<file path="src/sv/rphpd_pkg.sv">
// ----------------------------------------------------------------------------
// rphpd_pkg
// shared types, constants and helpers for the radio packet header parser
// ----------------------------------------------------------------------------
package rphpd_pkg;

    // defaults for top level parameters
    localparam int DEF_MAX_LEN = 64;
    localparam int DEF_QDEPTH  = 2;

    // result kinds
    typedef logic [1:0] t_kind;
    localparam t_kind KIND_HDR   = 2'd0;
    localparam t_kind KIND_DATA  = 2'd1;
    localparam t_kind KIND_TRUNC = 2'd2;

    // configuration register map, 8 bytes per register
    localparam int CFG_ADDR_W = 5;
    localparam int CFG_DATA_W = 64;
    localparam logic [1:0] REG_KEY_LO  = 2'd0;
    localparam logic [1:0] REG_KEY_HI  = 2'd1;
    localparam logic [1:0] REG_SMART   = 2'd2;
    localparam logic [1:0] REG_EXTMASK = 2'd3;

    // header byte positions
    localparam int P_DEST   = 0;
    localparam int P_SRC    = 1;
    localparam int P_HOPSEC = 2;
    localparam int P_NONCE  = 3;
    localparam int P_FUNC   = 4;
    localparam int P_BYTE5  = 5;
    localparam int P_BYTE6  = 6;
    localparam int P_BYTE7  = 7;
    localparam int P_BYTE8  = 8;
    localparam int SIMPLE_ID_POS = 6;
    localparam int EXT_ID_POS    = 9;

    // smart encryption
    localparam int SEC_SMART_BIT = 1;
    localparam int KEY_CYCLE     = 11;
    localparam logic [3:0] K_ID    = 4'd7;
    localparam logic [3:0] K_RA    = 4'd8;
    localparam logic [3:0] K_NONCE = 4'd9;
    localparam logic [3:0] K_SRC   = 4'd10;
    localparam logic [3:0] K_FUNC  = 4'd11;
    localparam logic [3:0] K_LAST  = 4'd11;

    typedef struct packed {
        logic [95:0] key;
        logic        smart_en;
        logic [7:0]  ext_mask;
    } t_cfg;

    // one classified item handed from front to back
    typedef struct packed {
        t_kind       kind;
        logic        last;
        logic        dec;
        logic        ext;
        logic [15:0] dest;
        logic [15:0] src;
        logic [15:0] reg_addr;
        logic [7:0]  reg_id;
        logic [7:0]  func;
        logic [7:0]  hop_sec;
        logic [7:0]  nonce;
        logic [7:0]  data;
        logic [3:0]  key_idx;
    } t_work;

    typedef struct packed {
        t_kind       kind;
        logic [15:0] dest_addr;
        logic [15:0] src_addr;
        logic [15:0] reg_addr;
        logic [7:0]  reg_id;
        logic [7:0]  function_code;
        logic [3:0]  hop_count;
        logic [3:0]  security;
        logic [7:0]  nonce;
        logic        extended;
        logic [7:0]  data_byte;
        logic        last;
    } t_result;

    // key byte k of the 12-byte password, zero beyond it
    function automatic logic [7:0] key_byte(input logic [95:0] key, input logic [3:0] k);
        logic [7:0] kb;
        kb = 8'h00;
        if (k <= K_LAST) begin
            kb = key[{k, 3'b000} +: 8];
        end
        return kb;
    endfunction

endpackage

</file>
<file path="src/sv/rphpd_cfg.sv">
// ----------------------------------------------------------------------------
// rphpd_cfg
// configuration registers behind a simple bus port
// ----------------------------------------------------------------------------
module rphpd_cfg (
    input  logic                                i_clk,
    input  logic                                i_rst_n,
    input  logic                                psel,
    input  logic                                penable,
    input  logic                                pwrite,
    input  logic [rphpd_pkg::CFG_ADDR_W-1:0]    paddr,
    input  logic [rphpd_pkg::CFG_DATA_W-1:0]    pwdata,
    output logic [rphpd_pkg::CFG_DATA_W-1:0]    prdata,
    output logic                                pready,
    output rphpd_pkg::t_cfg                     o_cfg
);
    import rphpd_pkg::*;

    logic [63:0] r_key_lo;
    logic [31:0] r_key_hi;
    logic        r_smart;
    logic [7:0]  r_ext_mask;
    logic        wr_en;
    logic [1:0]  reg_sel;

    assign pready  = 1'b1;
    assign wr_en   = psel && penable && pwrite;
    assign reg_sel = paddr[4:3];

    always_ff @(posedge i_clk) begin
        if (!i_rst_n) begin
            r_key_lo   <= '0;
            r_key_hi   <= '0;
            r_smart    <= 1'b1;
            r_ext_mask <= 8'h80;
        end else if (wr_en) begin
            case (reg_sel)
                REG_KEY_LO:  r_key_lo   <= pwdata;
                REG_KEY_HI:  r_key_hi   <= pwdata[31:0];
                REG_SMART:   r_smart    <= pwdata[0];
                REG_EXTMASK: r_ext_mask <= pwdata[7:0];
                default: ;
            endcase
        end
    end

    always_comb begin
        case (reg_sel)
            REG_KEY_LO:  prdata = r_key_lo;
            REG_KEY_HI:  prdata = {32'h0, r_key_hi};
            REG_SMART:   prdata = {63'h0, r_smart};
            REG_EXTMASK: prdata = {56'h0, r_ext_mask};
            default:     prdata = '0;
        endcase
    end

    assign o_cfg.key      = {r_key_hi, r_key_lo};
    assign o_cfg.smart_en = r_smart;
    assign o_cfg.ext_mask = r_ext_mask;

endmodule

</file>
<file path="src/sv/rphpd_front.sv">
// ----------------------------------------------------------------------------
// rphpd_front
// byte position tracking, header capture and item classification
// ----------------------------------------------------------------------------
module rphpd_front #(
    parameter int MAX_LEN = rphpd_pkg::DEF_MAX_LEN
) (
    input  logic               i_clk,
    input  logic               i_rst_n,
    input  rphpd_pkg::t_cfg    i_cfg,
    input  logic               i_push,
    input  logic               i_full,
    input  logic [7:0]         i_rx_byte,
    input  logic               i_last_byte,
    output logic               o_wr,
    output rphpd_pkg::t_work   o_work
);
    import rphpd_pkg::*;

    localparam int POS_W = $clog2(MAX_LEN + 1);

    logic [POS_W-1:0] r_pos,   n_pos;
    logic [3:0]       r_kidx,  n_kidx;
    logic             r_dec,   n_dec;
    logic             r_ext,   n_ext;
    logic [15:0]      r_dest,  n_dest;
    logic [15:0]      r_src,   n_src;
    logic [15:0]      r_ra,    n_ra;
    logic [7:0]       r_hs,    n_hs;
    logic [7:0]       r_nonce, n_nonce;
    logic [7:0]       r_fn,    n_fn;

    logic             accept;
    logic             emit;
    logic             ext_now;
    logic [POS_W-1:0] id_pos;
    t_work            work;

    assign accept = i_push && !i_full;
    assign id_pos = r_ext ? POS_W'(EXT_ID_POS) : POS_W'(SIMPLE_ID_POS);
    assign ext_now = |(i_rx_byte & i_cfg.ext_mask);

    always_comb begin
        n_pos   = r_pos;
        n_kidx  = r_kidx;
        n_dec   = r_dec;
        n_ext   = r_ext;
        n_dest  = r_dest;
        n_src   = r_src;
        n_ra    = r_ra;
        n_hs    = r_hs;
        n_nonce = r_nonce;
        n_fn    = r_fn;
        emit    = 1'b0;
        work    = '0;

        if (r_pos > id_pos) begin
            // payload byte, decrypted later in the back end
            emit         = 1'b1;
            work.kind    = KIND_DATA;
            work.data    = i_rx_byte;
            work.dec     = r_dec;
            work.nonce   = r_nonce;
            work.key_idx = r_kidx;
            n_kidx = (r_kidx == 4'(KEY_CYCLE - 1)) ? 4'd0 : r_kidx + 4'd1;
        end else begin
            case (r_pos)
                POS_W'(P_DEST):   n_dest  = {8'h00, i_rx_byte};
                POS_W'(P_SRC):    n_src   = {8'h00, i_rx_byte};
                POS_W'(P_HOPSEC): n_hs    = i_rx_byte;
                POS_W'(P_NONCE):  n_nonce = i_rx_byte;
                POS_W'(P_FUNC): begin
                    n_fn  = i_rx_byte & ~i_cfg.ext_mask;
                    n_ext = ext_now;
                    if (ext_now) begin
                        n_dest = {r_dest[7:0], r_src[7:0]};
                        n_src  = '0;
                    end
                    n_dec = i_cfg.smart_en && !ext_now && r_hs[SEC_SMART_BIT];
                end
                POS_W'(P_BYTE5): begin
                    if (r_ext) begin
                        n_src = {i_rx_byte, 8'h00};
                    end else begin
                        n_ra = {8'h00, i_rx_byte};
                    end
                end
                POS_W'(P_BYTE6): begin
                    if (r_ext) begin
                        n_src = r_src | {8'h00, i_rx_byte};
                    end else begin
                        emit = 1'b1;
                    end
                end
                POS_W'(P_BYTE7): n_ra = {i_rx_byte, 8'h00};
                POS_W'(P_BYTE8): n_ra = {r_ra[15:8], i_rx_byte};
                default:         emit = 1'b1;
            endcase
            if (emit) begin
                work.kind     = KIND_HDR;
                work.dec      = r_dec;
                work.ext      = r_ext;
                work.dest     = r_dest;
                work.src      = r_src;
                work.reg_addr = r_ra;
                work.reg_id   = i_rx_byte;
                work.func     = r_fn;
                work.hop_sec  = r_hs;
                work.nonce    = r_nonce;
            end
        end

        if (i_last_byte) begin
            if (!emit) begin
                work      = '0;
                work.kind = KIND_TRUNC;
                emit      = 1'b1;
            end
            work.last = 1'b1;
            n_pos   = '0;
            n_kidx  = '0;
            n_dec   = 1'b0;
            n_ext   = 1'b0;
            n_dest  = '0;
            n_src   = '0;
            n_ra    = '0;
            n_hs    = '0;
            n_nonce = '0;
            n_fn    = '0;
        end else if (r_pos < POS_W'(MAX_LEN)) begin
            n_pos = r_pos + POS_W'(1);
        end
    end

    always_ff @(posedge i_clk) begin
        if (!i_rst_n) begin
            r_pos   <= '0;
            r_kidx  <= '0;
            r_dec   <= 1'b0;
            r_ext   <= 1'b0;
            r_dest  <= '0;
            r_src   <= '0;
            r_ra    <= '0;
            r_hs    <= '0;
            r_nonce <= '0;
            r_fn    <= '0;
        end else if (accept) begin
            r_pos   <= n_pos;
            r_kidx  <= n_kidx;
            r_dec   <= n_dec;
            r_ext   <= n_ext;
            r_dest  <= n_dest;
            r_src   <= n_src;
            r_ra    <= n_ra;
            r_hs    <= n_hs;
            r_nonce <= n_nonce;
            r_fn    <= n_fn;
        end
    end

    assign o_wr   = accept && emit;
    assign o_work = work;

    a_kidx_range: assert property (@(posedge i_clk) disable iff (!i_rst_n)
        r_kidx < 4'(KEY_CYCLE))
        else $error("key index left its cycle");

    a_pos_sat: assert property (@(posedge i_clk) disable iff (!i_rst_n)
        r_pos <= POS_W'(MAX_LEN))
        else $error("byte position passed its saturation point");

endmodule

</file>
<file path="src/sv/rphpd_queue.sv">
// ----------------------------------------------------------------------------
// rphpd_queue
// short queue of classified items between front and back
// ----------------------------------------------------------------------------
module rphpd_queue #(
    parameter int DEPTH = rphpd_pkg::DEF_QDEPTH
) (
    input  logic               i_clk,
    input  logic               i_rst_n,
    input  logic               i_wr,
    input  rphpd_pkg::t_work   i_data,
    input  logic               i_rd,
    output rphpd_pkg::t_work   o_data,
    output logic               o_full,
    output logic               o_empty
);
    import rphpd_pkg::*;

    localparam int PTR_W = $clog2(DEPTH);
    localparam int CNT_W = $clog2(DEPTH + 1);

    t_work            r_mem [DEPTH];
    logic [PTR_W-1:0] r_wr_ptr;
    logic [PTR_W-1:0] r_rd_ptr;
    logic [CNT_W-1:0] r_count;
    logic             do_wr;
    logic             do_rd;

    assign o_full  = (r_count == CNT_W'(DEPTH));
    assign o_empty = (r_count == '0);
    assign do_wr   = i_wr && !o_full;
    assign do_rd   = i_rd && !o_empty;
    assign o_data  = r_mem[r_rd_ptr];

    always_ff @(posedge i_clk) begin
        if (do_wr) begin
            r_mem[r_wr_ptr] <= i_data;
        end
    end

    always_ff @(posedge i_clk) begin
        if (!i_rst_n) begin
            r_wr_ptr <= '0;
            r_rd_ptr <= '0;
            r_count  <= '0;
        end else begin
            if (do_wr) begin
                r_wr_ptr <= (r_wr_ptr == PTR_W'(DEPTH - 1)) ? '0 : r_wr_ptr + PTR_W'(1);
            end
            if (do_rd) begin
                r_rd_ptr <= (r_rd_ptr == PTR_W'(DEPTH - 1)) ? '0 : r_rd_ptr + PTR_W'(1);
            end
            if (do_wr && !do_rd) begin
                r_count <= r_count + CNT_W'(1);
            end else if (do_rd && !do_wr) begin
                r_count <= r_count - CNT_W'(1);
            end
        end
    end

    a_count_bound: assert property (@(posedge i_clk) disable iff (!i_rst_n)
        r_count <= CNT_W'(DEPTH))
        else $error("queue count beyond depth");

endmodule

</file>
<file path="src/sv/rphpd_back.sv">
// ----------------------------------------------------------------------------
// rphpd_back
// smart decryption and result formatting into the output register
// ----------------------------------------------------------------------------
module rphpd_back (
    input  logic                i_clk,
    input  logic                i_rst_n,
    input  rphpd_pkg::t_cfg     i_cfg,
    input  logic                i_q_empty,
    input  rphpd_pkg::t_work    i_work,
    output logic                o_q_rd,
    input  logic                i_pop,
    output logic                o_empty,
    output rphpd_pkg::t_result  o_res
);
    import rphpd_pkg::*;

    logic       r_out_valid;
    t_result    r_out;
    t_result    res;
    logic [7:0] nd;
    logic [7:0] pad_fn;
    logic [7:0] pad_src;
    logic [7:0] pad_ra;
    logic [7:0] pad_id;
    logic [7:0] pad_data;
    logic       load;

    assign load   = !i_q_empty && (!r_out_valid || i_pop);
    assign o_q_rd = load;

    // plain nonce, then one xor pad per field
    assign nd       = i_work.dec ? (i_work.nonce ^ key_byte(i_cfg.key, K_NONCE)) : i_work.nonce;
    assign pad_fn   = i_work.dec ? (key_byte(i_cfg.key, K_FUNC) ^ nd) : 8'h00;
    assign pad_src  = i_work.dec ? (key_byte(i_cfg.key, K_SRC) ^ nd) : 8'h00;
    assign pad_ra   = i_work.dec ? (key_byte(i_cfg.key, K_RA) ^ nd) : 8'h00;
    assign pad_id   = i_work.dec ? (key_byte(i_cfg.key, K_ID) ^ nd) : 8'h00;
    assign pad_data = i_work.dec ? (key_byte(i_cfg.key, i_work.key_idx) ^ nd) : 8'h00;

    always_comb begin
        res      = '0;
        res.kind = i_work.kind;
        res.last = i_work.last;
        case (i_work.kind)
            KIND_HDR: begin
                res.dest_addr     = i_work.dest;
                res.src_addr      = i_work.src ^ {8'h00, pad_src};
                res.reg_addr      = i_work.reg_addr ^ {8'h00, pad_ra};
                res.reg_id        = i_work.reg_id ^ pad_id;
                res.function_code = i_work.func ^ pad_fn;
                res.hop_count     = i_work.hop_sec[7:4];
                res.security      = i_work.hop_sec[3:0];
                res.nonce         = nd;
                res.extended      = i_work.ext;
            end
            KIND_DATA: res.data_byte = i_work.data ^ pad_data;
            default: ;
        endcase
    end

    always_ff @(posedge i_clk) begin
        if (!i_rst_n) begin
            r_out_valid <= 1'b0;
        end else if (load) begin
            r_out_valid <= 1'b1;
        end else if (i_pop) begin
            r_out_valid <= 1'b0;
        end
    end

    always_ff @(posedge i_clk) begin
        if (load) begin
            r_out <= res;
        end
    end

    assign o_empty = !r_out_valid;
    assign o_res   = r_out;

    a_data_clean: assert property (@(posedge i_clk) disable iff (!i_rst_n)
        r_out_valid && (r_out.kind == KIND_DATA) |->
            (r_out.src_addr == '0) && (r_out.dest_addr == '0) && (r_out.nonce == '0))
        else $error("payload result carries header fields");

endmodule

</file>
<file path="src/sv/radio_packet_header_parse_decrypt.sv">
// ----------------------------------------------------------------------------
// radio_packet_header_parse_decrypt
// receive-side packet header parser with smart xor decryption
// ----------------------------------------------------------------------------
// Takes one received byte per cycle while full is low, through a queue-style
// port (push/full), and delivers results through a queue-style port
// (empty/pop). The header result appears on the register-id byte (byte 6 in
// simple mode, byte 9 in extended mode), then each later byte gives one
// payload result; a packet that ends before the header is complete gives one
// truncated result. The block sustains one item per cycle while full is low;
// a result is held in an item queue and then in the output register.
// Between front and back sits a small item queue of QUEUE_DEPTH entries, and
// full rises only once that queue and the output register are both occupied.
// Key, enable and flag-mask registers are meant to be written only while no
// packet bytes are in flight.
// ----------------------------------------------------------------------------
module radio_packet_header_parse_decrypt #(
    parameter int MAX_LEN     = rphpd_pkg::DEF_MAX_LEN,
    parameter int QUEUE_DEPTH = rphpd_pkg::DEF_QDEPTH
) (
    input  logic                              i_clk,
    input  logic                              i_rst_n,
    // byte stream in
    input  logic                              push,
    output logic                              full,
    input  logic [7:0]                        i_rx_byte,
    input  logic                              i_last_byte,
    // results out
    output logic                              empty,
    input  logic                              pop,
    output logic [1:0]                        o_kind,
    output logic [15:0]                       o_dest_addr,
    output logic [15:0]                       o_src_addr,
    output logic [15:0]                       o_reg_addr,
    output logic [7:0]                        o_reg_id,
    output logic [7:0]                        o_function_code,
    output logic [3:0]                        o_hop_count,
    output logic [3:0]                        o_security,
    output logic [7:0]                        o_nonce,
    output logic                              o_extended,
    output logic [7:0]                        o_data_byte,
    output logic                              o_last,
    // configuration port
    input  logic                              psel,
    input  logic                              penable,
    input  logic                              pwrite,
    input  logic [rphpd_pkg::CFG_ADDR_W-1:0]  paddr,
    input  logic [rphpd_pkg::CFG_DATA_W-1:0]  pwdata,
    output logic [rphpd_pkg::CFG_DATA_W-1:0]  prdata,
    output logic                              pready
);
    import rphpd_pkg::*;

    t_cfg    cfg;
    t_work   wr_work;
    t_work   rd_work;
    t_result res;
    logic    q_wr;
    logic    q_rd;
    logic    q_full;
    logic    q_empty;

    // key and mode registers
    rphpd_cfg u_cfg (
        .i_clk   (i_clk),
        .i_rst_n (i_rst_n),
        .psel    (psel),
        .penable (penable),
        .pwrite  (pwrite),
        .paddr   (paddr),
        .pwdata  (pwdata),
        .prdata  (prdata),
        .pready  (pready),
        .o_cfg   (cfg)
    );

    // front end: tracks position in packet, captures header bytes
    rphpd_front #(
        .MAX_LEN (MAX_LEN)
    ) u_front (
        .i_clk       (i_clk),
        .i_rst_n     (i_rst_n),
        .i_cfg       (cfg),
        .i_push      (push),
        .i_full      (q_full),
        .i_rx_byte   (i_rx_byte),
        .i_last_byte (i_last_byte),
        .o_wr        (q_wr),
        .o_work      (wr_work)
    );

    // decouples front from back so each can stall on its own
    rphpd_queue #(
        .DEPTH (QUEUE_DEPTH)
    ) u_queue (
        .i_clk   (i_clk),
        .i_rst_n (i_rst_n),
        .i_wr    (q_wr),
        .i_data  (wr_work),
        .i_rd    (q_rd),
        .o_data  (rd_work),
        .o_full  (q_full),
        .o_empty (q_empty)
    );

    // back end: undoes the xor pads and holds the result for the consumer
    rphpd_back u_back (
        .i_clk     (i_clk),
        .i_rst_n   (i_rst_n),
        .i_cfg     (cfg),
        .i_q_empty (q_empty),
        .i_work    (rd_work),
        .o_q_rd    (q_rd),
        .i_pop     (pop),
        .o_empty   (empty),
        .o_res     (res)
    );

    // input stalls only when the item queue is full
    assign full = q_full;

    assign o_kind          = res.kind;
    assign o_dest_addr     = res.dest_addr;
    assign o_src_addr      = res.src_addr;
    assign o_reg_addr      = res.reg_addr;
    assign o_reg_id        = res.reg_id;
    assign o_function_code = res.function_code;
    assign o_hop_count     = res.hop_count;
    assign o_security      = res.security;
    assign o_nonce         = res.nonce;
    assign o_extended      = res.extended;
    assign o_data_byte     = res.data_byte;
    assign o_last          = res.last;

endmodule

</file>
<file path="config.mk">
export PLATFORM = sky130hd
export DESIGN_NAME = radio_packet_header_parse_decrypt
export DESIGN_NICKNAME = d
export VERILOG_FILES = /design/src/sv/rphpd_pkg.sv /design/src/sv/rphpd_cfg.sv /design/src/sv/rphpd_front.sv /design/src/sv/rphpd_queue.sv /design/src/sv/rphpd_back.sv /design/src/sv/radio_packet_header_parse_decrypt.sv
export SDC_FILE = /design/constraint.sdc
export NUM_CORES = 1
export LEC_CHECK = 0
export BUFFER_PORTS_ARGS = -buffer_cell sky130_fd_sc_hd__buf_2
export CAP_MARGIN = 10
export CORE_ASPECT_RATIO = 0.6
export CORE_MARGIN = 10
export CORE_UTILIZATION = 25
export DETAILED_ROUTE_END_ITERATION = 12
export SYNTH_ARGS = -nofsm -noshare
export SYNTH_HDL_FRONTEND = slang
export SYNTH_HIERARCHICAL = 1
export SYNTH_SLANG_ARGS = --single-unit
export TNS_END_PERCENT = 50
</file>
<file path="constraint.sdc">
create_clock -name i_clk -period 6.75 [get_ports i_clk]
set_input_delay 0.3375 -clock i_clk [delete_from_list [all_inputs] [get_ports i_clk]]
set_output_delay 0.3375 -clock i_clk [all_outputs]
set_load 0.1 [all_outputs]
</file>
==> run metrics, run 1 <==
first-pass GRT wire length=95.2 mm; Longest Clk Path Bufs=3; Iteration-0 DRC Markers=1266; Buf/Inv on CP=4; final wirelength=65.4 mm; Total GRT Usage=12.2%; fin. max-slew vios=0; Layout Skew=0.0205 ns; initial core utilization=25.4%; root buffer cell=clkbuf_16; total CTS buffers=52; CTS tree=yes; Post-Syn Instances=1836; final hold vios=0; DP Worst Slack=2.76 ns; top cell type's share of synthesized area=38.4%; Setup WS post-layout=2.78 ns; min cycle time layout=3.97 ns; Worst-Margin Slew=1.10 ns; Synth async-reset ratio=0%; most frequent cells in the layout=299 x nand2_1, 286 x edfxtp_1, 238 x buf_2; Slew Limit Headroom=27.0%; layout cells sized above 1=24.1%; DRC errors left=0; routed vias=14600; Final HPWL DP=46.5 mm; Hold Buf Count CTS=43; die footprint=0.102 mm²; Design Area, Final=0.0267 mm²; YS warnings=6; Clk pwr share=29.1%; Pint=6.15 mW; RSZ-0062 raised after global routing=no; FMAX=0.252 GHz; Core Area=0.0881 mm²; post-route clock period utilization=58.8%; # H-tree levels=2; Comb pwr share=33.4%; top_reg_cell synth=edfxtp_1; Lkg Pwr=10.0 nW; setup violators final=0; Worst Setup End Kind=flip-flop; Cell Area, Synth=0.0223 mm²; clock net sink count=482; worst hold slack=0.0324 ns; P_sw=4.12 mW; initial antenna violation count=5; Syn Area/Cell=12.2 µm²; Sum Neg Setup Slack=0 ns; routability cong.=0.848; Chip Width=406 µm; Clock Latency Late Sink=0.60 ns; Post-synth EDFFs=286; num rows=84; Seq cells post-synth=482; commonest non-fill, non-tap cell in the layout=nand2_1; post-CTS sizing=0; DP Area=0.0245 mm²; Seq/Total Area, Yosys=56.0%; Crit Path Max Fanout=21; WP data arrival=4.24 ns; Crit Path Category=flip-flop to flip-flop; post-synth top area cell=edfxtp_1; DRT antenna net count=0; Synth area leaders=edfxtp_1 38%, dfxtp_1 18%, mux2i_1 9.0%; vias per cell=4.44; area grow syn2layout=19.7%; drt first pass iters=5; Crit path max-delay family=simple AND/OR/NAND/NOR gates; GRT Residual Overflow=0; max-cap violation count=0; largest net degree at the start of global routing=160; routed len/inst=19.9 µm; fin util=30.3%; slowest stage delay, CP=0.81 ns; Layout Nets=2173; count of input and output buffers=239; Pwr Density=384 mW/mm²; die height=252 µm; HP Class=primary input to flip-flop; Post-CTS Setup Inserts=0; # IOs=244; Netlist cell types=77; share of power burned in registers=37.5%; Syn Nets=1932; Net Sw Frac=40.1%; Setup crit start kind=flip-flop; CP Cell Sequence=inv_1 -> ha_1 -> and4b_1 -> a211oi_4 -> nor2_1 -> buf_4 -> nor2_2 -> a21oi_1 -> inv_1 -> nor3_4 -> buf_4; maximum vdd drop=0.313 mV; Worst path slowest cell=nor3_4; clk slew on worst S/H paths=0.06 ns; number of global-route vias before repair=14300; status=complete, no violations; Req. time, crit path=7.02 ns
## routing by layer
metal | share of wire (%) | track usage (%)
met1 | 47 | 17.1
met2 | 45 | 19.1
met3 | 5.5 | 2.44
met4 | 2.1 | 3.04
met5 | 0 | 0
## power by group through the flow
stage	Clock [mW]	Combinational [mW]	Sequential (mW)
after global placement	0	3.45	3.93
final	2.99	3.43	3.85
after detailed placement	0	3.45	3.93
after floorplan	0	1.28	5.29
after global routing	3.18	3.62	3.90
after CTS	3.07	3.48	3.87
## through the flow
step / total power, mW / cells
finish: 10.3 / 3282
global placement: 7.38 / 3141
global route: 10.7 / 3281
floorplan: 6.57 / 1836
detailed placement: 7.38 / 3141
CTS: 10.4 / 3281
## worst register-to-register path, cell delays in order, from the launching register on
cell and delay [ns]:
dfxtp_1 0.48, inv_1 0.15, ha_1 0.43, and4b_1 0.33
a211oi_4 0.08, nor2_1 0.11, buf_4 0.26, nor2_2 0.17
a21oi_1 0.27, inv_1 0.13, nor3_4 0.81, buf_4 0.41
## cells by family (layout without fill, tap and decap cells)
logic type	Yosys count	count (layout)	synth area share (%)
simple gates	673	673	14.7
mux	314	314	16.1
fa+ha+maj	11	11	0.616
buf+inv	135	419	3.62
xor+xnor	90	90	3.80
flops	482	482	56.0
compound gates	130	130	5.20
other cells	1	2	0.0168
## synth_stat cells, drive strengths merged (22+ instances only)
library cell	n
edfxtp	286
xor2	82
mux2	97
nand2	299
buf	69
nor2b	25
dfxtp	196
nor2	98
nand3	22
clkbuf	46
mux2i	200
and2	161
## final cells by class
class / count / area [µm²]
Inverter: 20 / 75.1
Sequential cell: 482 / 12500
Timing Repair Buffer: 302 / 1830
Antenna cell: 1 / 2.50
Fill cell: 8948 / 61300
Tap cell: 1161 / 1450
Clock inverter: 34 / 408
Multi-Input combinational cell: 1219 / 9060
Clock buffer: 63 / 1380
## registers in the layout, indices dropped and copies added (netlist names), 7 cells and up, named ones only
name / cells
u_back/o_res: 92
u_queue/r_mem: 194
u_front/r_ra: 16
u_front/r_fn: 8
u_cfg/r_key_lo: 64
u_front/r_nonce: 8
u_cfg/r_key_hi: 32
u_front/r_hs: 8
u_front/r_src: 16
u_front/r_pos: 7
u_cfg/r_ext_mask: 8
u_front/r_dest: 16
## worst paths after layout
check,startpoint,end,slack [ns],cells after the start
setup / recovery,u_front/r_ext,u_queue/r_mem[0][55],2.78,11
hold / removal,pwdata[26],u_cfg/r_key_lo[26],0.03,3
setup reg to reg,u_front/r_ext,u_queue/r_mem[0][55],2.78,11
hold reg to reg,u_front/r_ra[13],u_front/r_ra[13],0.46,2
Power figures use the tool's default switching activity.
==> run 2, diff against run 1 <==
==> constraint.sdc (replaced) <==
create_clock -name i_clk -period 3.82 [get_ports i_clk]
set_input_delay 0.191 -clock i_clk [delete_from_list [all_inputs] [get_ports i_clk]]
set_output_delay 0.191 -clock i_clk [all_outputs]
set_load 0.1 [all_outputs]
==> run metrics, run 2 (synthesis results as in run 1) <==
status=complete, no violations; P_sw=7.22 mW; min-delay src=i_rx_byte[5]; reg2reg start=u_front/r_pos[1]; root buffer cell=clkbuf_16; max FFs per register=194; total CTS buffers=49; Design Area, Final=0.0271 mm²; area grow syn2layout=21.4%; GRT Residual Overflow=0; Pwr Density=663 mW/mm²; share of power burned in registers=37.8%; Worst Reg-to-Reg Cells=9; Longest Clk Path Bufs=3; final hold vios=0; hold depth=2; maximum vdd drop=0.466 mV; first-pass GRT wire length=96.2 mm; Iteration-0 DRC Markers=1034; Clk pwr share=28.0%; FMAX=0.303 GHz; min cycle time layout=3.30 ns; Core Area=0.0881 mm²; Endpoint, Worst Hold=u_front/r_src[5]; Clock Latency Late Sink=0.59 ns; RSZ-0062 raised after global routing=no; Pint=10.7 mW; CTS tree=yes; routed len/inst=19.7 µm; Req. time, crit path=4.08 ns; Post-CTS Setup Inserts=0; Chip Width=406 µm; final wirelength=65.6 mm; Total GRT Usage=12.3%; commonest non-fill, non-tap cell in the layout=nand2_1; # H-tree levels=2; fin. max-slew vios=0; Net Sw Frac=40.2%; Finished Layout Cells=3324; initial core utilization=25.4%; Worst-Margin Slew=1.10 ns; setup violators final=0; Setup crit start kind=flip-flop; layout cells sized above 1=24.2%; Final HPWL DP=47.0 mm; max-cap violation count=0; # IOs=244; number of global-route vias before repair=14800; routability cong.=0.872; drt first pass iters=5; DP Area=0.0247 mm²; die footprint=0.102 mm²; num rows=84; Critical R2R Capture=u_queue/r_mem[1][38]; largest net degree at the start of global routing=155; Slew Limit Headroom=26.7%; HP Class=primary input to flip-flop; Comb pwr share=34.3%; reg2reg setup slack=0.52 ns; vias per cell=4.42; Worst Setup End Kind=flip-flop; clock net sink count=482; DRT antenna net count=0; WP data arrival=3.56 ns; most frequent cells in the layout=299 x nand2_1, 286 x edfxtp_1, 238 x buf_2; Layout Nets=2216; initial antenna violation count=6; Layout Skew=0.0124 ns; Crit Path Max Fanout=50; count of input and output buffers=239; DRC errors left=0; Crit Path Category=flip-flop to flip-flop; post-route clock period utilization=86.4%; die height=252 µm; clk slew on worst S/H paths=0.07 ns; Lkg Pwr=10.2 nW; routed vias=14700; most flop-heavy register=u_queue/r_mem; DP Cell Count=3157
## run 2: changes by cell type in the layout (fill, tap and decap cells not counted), moves of 3 or more
cell and change:
buf_4 +14, bufinv_16 -5, clkbuf_1 +7, clkbuf_16 +4, clkinv_2 -3, clkinvlp_4 -6, dlygate4sd3_1 +30
## run 2: worst max-delay path, cell delays in order (launching register included)
cell and delay (ns):
dfxtp_1 0.41, inv_1 0.11, ha_1 0.29, nor4_1 0.37, a211oi_1 0.17, nand2_1 0.19
nor2_4 0.11, a21oi_2 0.21, and3_4 0.69, buf_12 0.36
## run 2: what timing repair did
item,CTS,global route
hold buffers,73,0
resized for setup,0,0
endpoints found under the hold margin,136,0
## run 2: power by group through the flow
stage               sequential (mW)  combinational (mW)  clock [mW]
CTS                            6.84                6.24        5.14
floorplan                      9.28                2.28           0
global placement               6.95                6.15           0
detailed placement             6.94                6.16           0
finish                         6.78                6.16        5.02
global route                   6.86                6.49        5.35
## run 2: worst max path at each step
stage                          start              endpoint  slack (ns)  cells past startpoint
finish              u_front/r_pos[1]  u_queue/r_mem[1][38]        0.52                      9
global route        u_front/r_pos[1]  u_queue/r_mem[1][46]        0.33                      9
CTS                 u_front/r_pos[1]  u_queue/r_mem[1][38]        0.55                      9
detailed placement  u_front/r_pos[1]  u_queue/r_mem[1][47]        0.57                      9
global placement    u_front/r_pos[1]  u_queue/r_mem[1][44]        0.66                      9
floorplan              u_front/r_ext   u_queue/r_mem[0][0]       -0.55                     10
## run 2: routing by layer
| layer | part of all wire (%) | GRT usage, % |
|---|---|---|
| met3 | 5.8 | 2.75 |
| met2 | 45 | 19.5 |
| met5 | 0.22 | 0.995 |
| met4 | 2.6 | 3.50 |
| met1 | 46 | 16.7 |
## run 2: layout make-up
class | count | area [µm²]
fillers | 8992 | 61000
diodes | 2 | 5.00
repair buffers | 348 | 2280
clock inverters | 18 | 188
well taps | 1161 | 1450
multi-input cells | 1219 | 9080
flip-flops and latches | 482 | 12500
inverters | 20 | 77.6
clock buffers | 74 | 1510
## run 2: through the flow
stage                     setup TNS [ns]  total power [mW]  util (%)  worst slack [ns]  hold slack (ns)
after floorplan                   -99.43              11.6         -            -0.547            0.309
after global placement                 0              13.1      28.0             0.656            0.439
after detailed placement               0              13.1      28.0             0.571            0.445
after CTS                              0              18.2      30.8             0.553           0.0217
after global routing                   0              18.7      30.8             0.333           0.0366
final                                  0              18.0      30.8             0.520           0.0342
==> run 3, diff against run 2 <==
--- a/config.mk
+++ b/config.mk
@@ -9,8 +9,9 @@
 export CAP_MARGIN = 10
 export CORE_ASPECT_RATIO = 0.6
 export CORE_MARGIN = 10
-export CORE_UTILIZATION = 25
+export CORE_UTILIZATION = 50
 export DETAILED_ROUTE_END_ITERATION = 12
+export PLACE_DENSITY = 0.7
 export SYNTH_ARGS = -nofsm -noshare
 export SYNTH_HDL_FRONTEND = slang
 export SYNTH_HIERARCHICAL = 1
==> run metrics, run 3 (synthesis results as in run 1) <==
number of global-route vias before repair=15100; Design Area, Final=0.0262 mm²; initial antenna violation count=3; Net Sw Frac=39.6%; # H-tree levels=2; drt first pass iters=5; FMAX=0.316 GHz; most flop-heavy register=u_queue/r_mem; fin util=59.9%; clock net sink count=482; setup violators final=0; Core Area=0.0437 mm²; Worst Reg-to-Reg Cells=9; slowest stage delay, CP=0.61 ns; total CTS buffers=45; commonest non-fill, non-tap cell in the layout=nand2_1; routed len/inst=21.7 µm; clk slew on worst S/H paths=0.07 ns; Pwr Density=665 mW/mm²; final wirelength=59.3 mm; WP data arrival=3.37 ns; routed vias=15000; Worst path slowest cell=and3_4; DP Worst Slack=0.712 ns; final hold vios=0; post-CTS sizing=0; routability cong.=0.897; Worst Setup End Kind=flip-flop; first-pass GRT wire length=89.6 mm; initial core utilization=51.1%; Comb pwr share=35.2%; Total GRT Usage=21.2%; CP Cell Sequence=inv_1 -> ha_1 -> nor4_1 -> a211oi_1 -> nand2_1 -> nor2_4 -> a21oi_2 -> and3_4 -> buf_12; RSZ-0062 raised after global routing=no; root buffer cell=clkbuf_16; Slew Limit Headroom=20.2%; DP Area=0.0240 mm²; max FFs per register=194; HP Class=primary input to flip-flop; Hold Buf Count CTS=67; Critical Path Sink=u_queue/r_mem[1][52]; crit path launch=u_front/r_pos[1]; post-route clock period utilization=82.8%; layout cells sized above 1=24.2%; vias per cell=5.50; DRC errors left=0; Post-CTS Setup Inserts=0; Crit Path Max Fanout=58; Clk pwr share=26.8%; Stages on worst setup path=9; Layout Skew=0.0181 ns; die height=184 µm; max-cap violation count=0; CTS tree=yes; Clock Latency Late Sink=0.56 ns; worst hold slack=0.0223 ns; # IOs=244; reg2reg setup slack=0.66 ns; GRT Residual Overflow=0; Crit path max-delay family=simple AND/OR/NAND/NOR gates; Req. time, crit path=4.03 ns; count of input and output buffers=239; P_sw=6.91 mW; Setup WS post-layout=0.657 ns; Crit Path Category=flip-flop to flip-flop; most frequent cells in the layout=299 x nand2_1, 286 x edfxtp_1, 238 x buf_2; Chip Width=293 µm; maximum vdd drop=0.475 mV; Setup crit start kind=flip-flop; Pint=10.5 mW; Lkg Pwr=10.1 nW; Buf/Inv on CP=2; share of power burned in registers=37.9%; min cycle time layout=3.16 ns; DRT antenna net count=0; reg2reg start=u_front/r_pos[1]; Iteration-0 DRC Markers=1310; Longest Clk Path Bufs=3; largest net degree at the start of global routing=118; Critical R2R Capture=u_queue/r_mem[1][52]; Layout Nets=2211; Total Power=17.4 mW; num rows=59; status=complete, no violations; area grow syn2layout=17.3%; Worst-Margin Slew=1.19 ns; die footprint=0.0538 mm²; fin. max-slew vios=0; Final HPWL DP=41.6 mm
run 3: cell count changes in the layout (fill, tap and decap cells not counted), moves of 2 or more:
| cell | before | now |
|---|---|---|
| dlygate4sd3_1 | 73 | 67 |
| bufinv_16 | 3 | 5 |
| clkinv_4 | 0 | 2 |
| buf_4 | 30 | 36 |
| clkbuf_16 | 56 | 48 |
| clkinv_1 | 5 | 2 |
run 3: layer usage:
| metal | vias up | track usage, % | routed length, µm |
|---|---|---|---|
| met5 | - | 0 | 13 |
| met4 | 2 | 4.21 | 884 |
| met3 | 71 | 5.45 | 5030 |
| met2 | 490 | 33.5 | 27100 |
| met1 | 7462 | 29.3 | 26300 |
| li1 | 6993 | - | - |
run 3: layout make-up:
class                      count  area [µm²]
sequential                   482       12500
multi-input combinational   1219        9080
timing repair buffer         347        2240
tap                          579         724
inverter                      20        77.6
clock buffer                  66        1310
clock inverter                17         231
antenna                        3        7.51
fill                        3504       17500
run 3: worst min-delay path by stage:
stage,endpoint,cells past startpoint,start
5_1_grt,u_front/r_src[4],2,i_rx_byte[4]
2_1_floorplan,u_queue/r_wr_ptr,1,i_rst_n
4_1_cts,u_front/r_src[4],2,i_rx_byte[4]
3_5_place_dp,u_front/r_fn[6],2,u_front/r_fn[6]
6_report,u_cfg/r_key_hi[5],3,pwdata[5]
3_3_place_gp,u_cfg/r_key_lo[36],3,pwdata[36]
run 3: through the flow:
| step | cells | TNS, ns |
|---|---|---|
| 2_1_floorplan | 1836 | -99.43 |
| 3_3_place_gp | 2580 | 0 |
| 3_5_place_dp | 2580 | 0 |
| 4_1_cts | 2730 | 0 |
| 5_1_grt | 2731 | 0 |
| 6_report | 2733 | 0 |
run 3: power groups by stage:
| stage | sequential [mW] | combinational [mW] | clock, mW |
|---|---|---|---|
| after CTS | 6.62 | 6.17 | 4.76 |
| after detailed placement | 6.73 | 6.09 | 0 |
| after global routing | 6.67 | 6.43 | 4.97 |
| final | 6.61 | 6.14 | 4.68 |
| after global placement | 6.71 | 6.06 | 0 |
| after floorplan | 9.28 | 2.28 | 0 |
run 3: worst reg2reg max path, stage by stage, from the launching register on:
cell      delay [ns]
dfxtp_1         0.42
inv_1           0.11
ha_1            0.30
nor4_1          0.30
a211oi_1        0.14
nand2_1         0.20
nor2_4          0.07
a21oi_2         0.21
and3_4          0.61
buf_12          0.37
